$ cat src/rtl/btt_pkg.sv
// shared types and constants for the button release timeout tracker
// no dependencies
package btt_pkg;

    localparam int BUTTON_COUNT    = 24;
    localparam int SLOT_W          = (BUTTON_COUNT > 1) ? $clog2(BUTTON_COUNT) : 1;
    localparam int BUTTON_W        = 5;
    localparam int CODE_W          = 8;
    localparam int COUNT_W         = 8;
    localparam logic [COUNT_W-1:0] THRESHOLD_RESET = COUNT_W'(5);
    localparam logic [COUNT_W-1:0] COUNT_MAX       = {COUNT_W{1'b1}};

    localparam logic KIND_PRESS = 1'b0;
    localparam logic KIND_TICK  = 1'b1;

    localparam logic EVENT_PRESSED  = 1'b0;
    localparam logic EVENT_RELEASED = 1'b1;

    typedef struct packed {
        logic                kind;
        logic [CODE_W-1:0]   key_code;
        logic [BUTTON_W-1:0] button_index;
        logic                button_known;
    } cmd_t;

    typedef struct packed {
        logic                event_res;
        logic [BUTTON_W-1:0] button;
        logic [CODE_W-1:0]   last_key;
        logic                last;
    } result_t;

    typedef struct packed {
        logic               active;
        logic [COUNT_W-1:0] count;
    } entry_t;

    localparam int ENTRY_W = $bits(entry_t);

endpackage

$ cat src/rtl/btt_ram.sv
// generic single-port-write, single-port-read ram with registered read
// no dependencies
module btt_ram #(
    parameter int WIDTH = 8,
    parameter int DEPTH = 16
) (
    input  logic                                      clk,
    input  logic                                      we,
    input  logic [((DEPTH > 1) ? $clog2(DEPTH) : 1)-1:0] waddr,
    input  logic [WIDTH-1:0]                          wdata,
    input  logic                                      re,
    input  logic [((DEPTH > 1) ? $clog2(DEPTH) : 1)-1:0] raddr,
    output logic [WIDTH-1:0]                          rdata
);

    logic [WIDTH-1:0] mem [DEPTH];

    always_ff @(posedge clk)
    begin
        if (we)
        begin
            mem[waddr] <= wdata;
        end
        if (re)
        begin
            rdata <= mem[raddr];
        end
    end

endmodule

$ cat src/rtl/button_release_timeout_tracker.sv
// button release timeout tracker top level
// depends on btt_pkg and btt_ram
//
// usage
// - command channel: a word on cmd is taken at a clock edge with start high
//   and busy low
// - result channel: each result word sits on result for one cycle with
//   result_valid high; the receiver cannot stall, every word must be taken
// - config: cfg_we writes cfg_wdata into the release threshold; the user
//   must write it only while idle; the block does not enforce this
// - press report with a known in-range slot: a pressed word (if the slot was
//   inactive) is valid in the cycle after the press state
// - press report with an unknown slot: only updates the last key, no busy
// - tick: the slot state ram is read one slot per cycle and written back in
//   the following cycle; a released word is held until the next released slot
//   is found or the walk ends, so the final one carries last and is valid in
//   the first cycle with busy low
// - acceptance: a new command is taken only once busy is low again
// - reset: all slots read as inactive with zero count through per-slot valid
//   bits, threshold is 5, last key is 0; no clearing pass is needed
module button_release_timeout_tracker (
    input  logic                  clk,
    input  logic                  rst_n,
    input  logic                  start,
    output logic                  busy,
    input  btt_pkg::cmd_t         cmd,
    output logic                  result_valid,
    output btt_pkg::result_t      result,
    input  logic                  cfg_we,
    input  logic [btt_pkg::COUNT_W-1:0] cfg_wdata
);

    import btt_pkg::*;

    typedef enum logic [2:0] {
        S_IDLE,
        S_PRESS,
        S_WALK,
        S_DRAIN,
        S_FLUSH
    } state_t;

    localparam logic [SLOT_W-1:0] LAST_SLOT = SLOT_W'(BUTTON_COUNT - 1);

    state_t              state_reg, state_next;
    logic [SLOT_W-1:0]   walk_reg, walk_next;
    logic                rd_pend_reg, rd_pend_next;
    logic [SLOT_W-1:0]   proc_slot_reg, proc_slot_next;
    logic                pend_valid_reg, pend_valid_next;
    logic [SLOT_W-1:0]   pend_slot_reg, pend_slot_next;
    logic [CODE_W-1:0]   last_code_reg, last_code_next;
    logic [COUNT_W-1:0]  threshold_reg, threshold_next;
    logic [BUTTON_COUNT-1:0] valid_reg, valid_next;
    logic                result_valid_reg, result_valid_next;
    result_t             result_reg, result_next;

    logic                accept;
    logic                press_hit;
    logic                ram_we;
    logic [SLOT_W-1:0]   ram_waddr;
    entry_t              ram_wentry;
    logic                ram_re;
    logic [SLOT_W-1:0]   ram_raddr;
    logic [ENTRY_W-1:0]  ram_rdata;
    entry_t              cur;

    btt_ram #(
        .WIDTH (ENTRY_W),
        .DEPTH (BUTTON_COUNT)
    ) u_state_ram (
        .clk   (clk),
        .we    (ram_we),
        .waddr (ram_waddr),
        .wdata (ram_wentry),
        .re    (ram_re),
        .raddr (ram_raddr),
        .rdata (ram_rdata)
    );

    assign busy         = (state_reg != S_IDLE);
    assign accept       = start && !busy;
    assign press_hit    = cmd.button_known && (int'(cmd.button_index) < BUTTON_COUNT);
    assign result_valid = result_valid_reg;
    assign result       = result_reg;

    always_comb
    begin
        cur = valid_reg[proc_slot_reg] ? entry_t'(ram_rdata) : '0;
    end

    always_comb
    begin
        state_next        = state_reg;
        walk_next         = walk_reg;
        rd_pend_next      = 1'b0;
        proc_slot_next    = proc_slot_reg;
        pend_valid_next   = pend_valid_reg;
        pend_slot_next    = pend_slot_reg;
        last_code_next    = last_code_reg;
        threshold_next    = cfg_we ? cfg_wdata : threshold_reg;
        valid_next        = valid_reg;
        result_valid_next = 1'b0;
        result_next       = result_reg;
        ram_we            = 1'b0;
        ram_waddr         = proc_slot_reg;
        ram_wentry        = '0;
        ram_re            = 1'b0;
        ram_raddr         = walk_reg;

        unique case (state_reg)
            S_IDLE:
            begin
                if (accept)
                begin
                    if (cmd.kind == KIND_PRESS)
                    begin
                        last_code_next = cmd.key_code;
                        if (press_hit)
                        begin
                            ram_re         = 1'b1;
                            ram_raddr      = SLOT_W'(cmd.button_index);
                            proc_slot_next = SLOT_W'(cmd.button_index);
                            state_next     = S_PRESS;
                        end
                    end
                    else
                    begin
                        walk_next       = '0;
                        pend_valid_next = 1'b0;
                        state_next      = S_WALK;
                    end
                end
            end
            S_PRESS:
            begin
                ram_we                  = 1'b1;
                ram_wentry.active       = 1'b1;
                ram_wentry.count        = '0;
                valid_next[proc_slot_reg] = 1'b1;
                if (!cur.active)
                begin
                    result_valid_next     = 1'b1;
                    result_next.event_res = EVENT_PRESSED;
                    result_next.button    = BUTTON_W'(32'(proc_slot_reg));
                    result_next.last_key  = last_code_reg;
                    result_next.last      = 1'b1;
                end
                state_next = S_IDLE;
            end
            S_WALK:
            begin
                ram_re         = 1'b1;
                ram_raddr      = walk_reg;
                rd_pend_next   = 1'b1;
                proc_slot_next = walk_reg;
                if (walk_reg == LAST_SLOT)
                begin
                    state_next = S_DRAIN;
                end
                else
                begin
                    walk_next = walk_reg + SLOT_W'(1);
                end
            end
            S_DRAIN:
            begin
                state_next = S_FLUSH;
            end
            S_FLUSH:
            begin
                if (pend_valid_reg)
                begin
                    result_valid_next     = 1'b1;
                    result_next.event_res = EVENT_RELEASED;
                    result_next.button    = BUTTON_W'(32'(pend_slot_reg));
                    result_next.last_key  = last_code_reg;
                    result_next.last      = 1'b1;
                end
                pend_valid_next = 1'b0;
                state_next      = S_IDLE;
            end
            default:
            begin
                state_next = S_IDLE;
            end
        endcase

        // read-modify-write of one slot during the tick walk
        if (rd_pend_reg)
        begin
            if (cur.count > threshold_reg)
            begin
                if (cur.active)
                begin
                    ram_we                    = 1'b1;
                    ram_wentry                = '0;
                    valid_next[proc_slot_reg] = 1'b1;
                    if (pend_valid_reg)
                    begin
                        result_valid_next     = 1'b1;
                        result_next.event_res = EVENT_RELEASED;
                        result_next.button    = BUTTON_W'(32'(pend_slot_reg));
                        result_next.last_key  = last_code_reg;
                        result_next.last      = 1'b0;
                    end
                    pend_valid_next = 1'b1;
                    pend_slot_next  = proc_slot_reg;
                end
            end
            else if (cur.active && (cur.count != COUNT_MAX))
            begin
                ram_we                    = 1'b1;
                ram_wentry.active         = 1'b1;
                ram_wentry.count          = cur.count + COUNT_W'(1);
                valid_next[proc_slot_reg] = 1'b1;
            end
        end
    end

    always_ff @(posedge clk or negedge rst_n)
    begin
        if (!rst_n)
        begin
            state_reg        <= S_IDLE;
            walk_reg         <= '0;
            rd_pend_reg      <= 1'b0;
            proc_slot_reg    <= '0;
            pend_valid_reg   <= 1'b0;
            pend_slot_reg    <= '0;
            last_code_reg    <= '0;
            threshold_reg    <= THRESHOLD_RESET;
            valid_reg        <= '0;
            result_valid_reg <= 1'b0;
            result_reg       <= '0;
        end
        else
        begin
            state_reg        <= state_next;
            walk_reg         <= walk_next;
            rd_pend_reg      <= rd_pend_next;
            proc_slot_reg    <= proc_slot_next;
            pend_valid_reg   <= pend_valid_next;
            pend_slot_reg    <= pend_slot_next;
            last_code_reg    <= last_code_next;
            threshold_reg    <= threshold_next;
            valid_reg        <= valid_next;
            result_valid_reg <= result_valid_next;
            result_reg       <= result_next;
        end
    end

    // state ram is only written while a command is in progress
    assert property (@(posedge clk) disable iff (!rst_n) ram_we |-> busy)
        else $error("state ram written while idle");

    // a pressed word is always the only word of its press report
    assert property (@(posedge clk) disable iff (!rst_n)
        (result_valid && result.event_res == EVENT_PRESSED) |-> result.last)
        else $error("pressed word without last");

    // results only name existing slots
    assert property (@(posedge clk) disable iff (!rst_n)
        result_valid |-> (int'(result.button) < BUTTON_COUNT))
        else $error("result slot out of range");

    // walk reads stop once the walk leaves its state
    assert property (@(posedge clk) disable iff (!rst_n)
        rd_pend_reg |-> (state_reg == S_WALK || state_reg == S_DRAIN))
        else $error("slot processed outside a tick walk");

endmodule
$ cat config.mk
export PLATFORM = sky130hd
export DESIGN_NAME = button_release_timeout_tracker
export DESIGN_NICKNAME = d
export VERILOG_FILES = /design/src/rtl/btt_pkg.sv /design/src/rtl/btt_ram.sv /design/src/rtl/button_release_timeout_tracker.sv
export SDC_FILE = /design/constraint.sdc
export NUM_CORES = 1
export LEC_CHECK = 0
export BUFFER_PORTS_ARGS = -buffer_cell sky130_fd_sc_hd__buf_2
export CELL_PAD_IN_SITES_DETAIL_PLACEMENT = 1
export CELL_PAD_IN_SITES_GLOBAL_PLACEMENT = 1
export CORE_AREA = 2 2 138 174
export DETAILED_ROUTE_END_ITERATION = 8
export DIE_AREA = 0 0 140 176
export PLACE_DENSITY_LB_ADDON = 0.1
export SYNTH_ARGS = -nofsm -noshare
export SYNTH_HDL_FRONTEND = slang
export SYNTH_SLANG_ARGS = --single-unit
$ cat constraint.sdc
create_clock -name clk -period 6.25 [get_ports clk]
set_clock_uncertainty 0.1 [all_clocks]
set_input_delay 0 -clock clk [delete_from_list [all_inputs] [get_ports clk]]
set_output_delay 0 -clock clk [all_outputs]
set_load 0.005 [all_outputs]
==> summary by stage <==
Setup path
The most prevalent standard cell on the critical path is sky130_fd_sc_hd__nor2_1. The start point of the critical path is proc_slot_reg[0]. The endpoint of the most critical setup path is u_state_ram.mem[18][3]. At the worst endpoint, the arrival time is roughly 5.7 ns. The peak fanout along the critical path is 16. The endpoint identified for the worst register-to-register timing path is u_state_ram.mem[18][3]. Walking the worst path, the cells encountered are mux4_2 -> a32oi_1 -> nand4_1 -> and2_1 -> ha_1 -> nand3_1 -> nor2_1 -> a32o_1 -> o21bai_1 -> a21boi_1 -> or3b_2 -> nor2_1. The critical path in this run is classified as flop to flop. The number of cells on the worst reg-to-reg path is 12. The category of the worst setup path launch point is a flop. The delay contributed by the slowest stage of the critical path is 0.80 ns. The worst register-to-register path has a setup slack of 0.65 ns. The number of buffers and inverters on the critical path is 0. The critical path runs through a total of 12 cells.

The worst setup path is captured at a flop. The cell with the largest stage delay on the worst path is sky130_fd_sc_hd__dfrtp_1. The family with the most delay on the worst path is simple AND/OR/NAND/NOR gates.

The critical path required time is 6.33 ns. The startpoint of the lowest-slack register-to-register path is proc_slot_reg[0].

Worst hold path
The worst hold path belongs to the class input port to asynchronous set/reset pin.

Route
The total DRC errors in the routed layout is 10. Using the TritonRoute via totals, the vias-per-cell ratio works out to 6.165. The total iterations of the first detailed-routing run is 7. For this block, the initial DRC count from the detailed router was between 600 and 700.

Wires add up to 35.38 mm. Across all layers, the routed design uses 8341 vias. The wire length per cell after detailed routing is 26.15 um. The detail route stage leaves a number of antenna-violating nets equal to 0.

Yosys
The post-synthesis instance area is between 10000 and 15000 sq um. The warning count from the yosys run is 0. Counting flops and latches in the post-synthesis netlist gives 301. Counting every instance in the synthesized netlist gives 961. The count of different cell masters after synthesis is 53. The fraction of the yosys area taken by sequential cells is 69.16%. Of all flip-flops after synthesis, the portion carrying an async set or reset was between 20% and 30%. After synthesis, the mean cell area works out to 13.03 sq um. The number of nets handed over by synthesis was 998. The most frequently used flop master after synthesis is sky130_fd_sc_hd__edfxtp_1.

Yosys mapped a number of flops with a built-in enable equal to approximately 230.

Timing
Setup repair after global routing left no endpoint under its margin. The number of slew-limit violations in the final report came to 0. For this run, the top clock speed supported by timing is 0.1786 GHz.

For the pin with the worst max-slew slack, the measured transition is about 1.0 ns. The period utilization is about 90%. Setup slack closes at 0.6524 ns. Setup violations remaining at the end of the flow were counted as 0.

Hold is met by 0.05890 ns. After layout, the minimum clock period comes to 5.598 ns. The tightest slew margin relative to the limit is 28.16%.

The setup total negative slack is 0 ns. The total count of hold-check failures in the final report was 0.

Global routing
The largest net degree at the start of global routing is slightly below 80. The number of antenna violations at the first check in global routing is 0. The first global-routing pass estimated 53.82 mm of wire. The number of global-route vias before repair is 9045. The overall global routing resource usage is 29.34%.

Global routing finished with a remaining overflow of 0.

Placed design
The total of buffers placed on input and output ports is 43. The final HPWL from detailed placement is 23.29 mm. Prior to clock tree synthesis, the placed netlist has a worst setup slack of 0.7393 ns. At the end of routability-driven placement, the weighted congestion stood at 0.8934. Counting tap cells, the placed design contains a total of 1259 instances.

The placed instance area is 13100 sq um.

Clock network
The largest buffer count on any clock path is 3. Counting the buffers created by CTS gives 30. The clock-pin slew on the worst setup and hold paths is about 0.060 ns.

The count of clock tree sinks is around 300. The cell sitting at the root of the clock tree is a sky130_fd_sc_hd__clkbuf_16. The depth of the CTS H-tree is 1. The worst-skew pair later-pin latency is 0.56 ns.

Buffers added to address setup during post-CTS repair amount to 0. TritonCTS built the clock tree.

Pwr
The total power density per cell area is 440.4 nW/um^2. The leakage power of the design is 0.005315 uW. IR analysis of the VDD net gives a maximum drop of between 0.3 and 0.4 mV.

Floorplan
The floorplan has 62 rows. The die footprint is about 25000 sq um. The core outline area is 22880 sq um. For this design the top-level I/O count stands at 44.

The effective utilization at floorplan is 54.72%. The die is 176 um tall. The width of the die is 140 um.

Finish
The flip-flop count of the largest register, all copies and words added is 216. The synthesis-to-finish area growth is 16.28%. Leaving out fill and tap cells, the most frequent cells in the layout are sky130_fd_sc_hd__edfxtp_1, sky130_fd_sc_hd__nand2_1, sky130_fd_sc_hd__dfrtp_1. The post-route standard cell area excluding fillers is 14560 sq um. The repair_antennas step left the layout with diodes totalling 0. The number of cells in the finished layout apart from fillers is 1353.

The most common library cell in the layout ignoring fill and taps is sky130_fd_sc_hd__edfxtp_1. The share of post-route cells with drive strength above 1 is 14.84%. The post-layout net count is roughly 1100.

Outcome
The checks that failed: design-rule violations. The run finished, with violations left.

Run
Max-cap violations in this run came to 0.
## Yosys cell counts (3+ instances only)
cell                        number  area [sq um]
sky130_fd_sc_hd__a21oi_1        13         65.06
sky130_fd_sc_hd__a22oi_1        13         97.59
sky130_fd_sc_hd__a31oi_1        16         100.1
sky130_fd_sc_hd__a32oi_1        10         87.58
sky130_fd_sc_hd__and2_1          9         56.30
sky130_fd_sc_hd__and3_1          6         37.54
sky130_fd_sc_hd__buf_1           5         18.77
sky130_fd_sc_hd__buf_2          13         65.06
sky130_fd_sc_hd__clkbuf_1       34         127.6
sky130_fd_sc_hd__dfrtp_1        74          1852
sky130_fd_sc_hd__edfxtp_1      225          6756
sky130_fd_sc_hd__ha_1           10         125.1
sky130_fd_sc_hd__inv_1          14         52.55
sky130_fd_sc_hd__mux2_2         21         236.5
sky130_fd_sc_hd__mux2i_1        41         410.4
sky130_fd_sc_hd__mux4_2          6         135.1
sky130_fd_sc_hd__nand2_1       181         679.4
sky130_fd_sc_hd__nand2b_1        7         43.79
sky130_fd_sc_hd__nand3_1        53         265.3
sky130_fd_sc_hd__nand4_1        22         137.6
sky130_fd_sc_hd__nor2_1         49         183.9
sky130_fd_sc_hd__nor2b_1         4         25.02
sky130_fd_sc_hd__nor3_1         25         125.1
sky130_fd_sc_hd__nor3b_1         3         22.52
sky130_fd_sc_hd__o21ai_0        20         100.1
sky130_fd_sc_hd__o21bai_1       22         165.2
sky130_fd_sc_hd__o22ai_1         9         56.30
sky130_fd_sc_hd__o2bb2ai_1      12         105.1
sky130_fd_sc_hd__or2_2           8         50.05
sky130_fd_sc_hd__or3b_2          3         26.28
sky130_fd_sc_hd__xor2_1          6         52.55
## metal layers
layer	wire length (um)	GRT usage, %	share of wire [%]	vias to the layer above
met5	0	0	0	-
met4	1783	14.14	5.0	0
met3	1951	4.014	5.5	99
met2	18030	51.89	51	297
met1	13610	35.75	38	4249
li1	-	-	-	3696
## how the worst min path moves through the flow
stage | start | end | slack (ns) | cells past startpoint
floorplan | rst_n | last_code_reg[0] | -0.40 | 0
global placement | rst_n | last_code_reg[5] | 0.09 | 1
detailed placement | rst_n | last_code_reg[5] | 0.12 | 1
CTS | cmd[0] | proc_slot_reg[3] | 0.05 | 5
global route | cmd[0] | proc_slot_reg[1] | 0.11 | 5
finish | rst_n | last_code_reg[5] | 0.06 | 2
## report_power, final
group | switching, uW | internal (uW)
combinational | 1120 | 649
sequential | 266 | 2460
clock | 730 | 1190
## per-stage QoR
step	util [%]	total power, uW
finish	63.63	6412
CTS	63.63	6401
global placement	57.25	4363
floorplan	-	3817
detailed placement	57.25	4456
global route	63.63	6674
## cell type report
type	instances	area (sq um)
clock buffer	38	802.0
clock inverter	16	257.7
fill	2180	8323
inverter	15	56.30
multi-input combinational	592	3631
sequential	301	8661
tap	288	360.3
timing repair buffer	103	793.3
## cell families after synthesis
logic type | synth area share, %
mux | 6.364
flops | 69.16
compound gates | 6.894
xor+xnor | 0.5595
buf+inv | 2.198
fa+ha+maj | 0.9991
simple gates | 13.83
## repair_timing
item / in CTS / in global routing
setup endpoints to repair: 0 / 0
gates resized for setup: 0 / 0
hold buffers: 40 / 0
hold endpoints to repair: 100 / 0
Power figures use the tool's default switching activity.
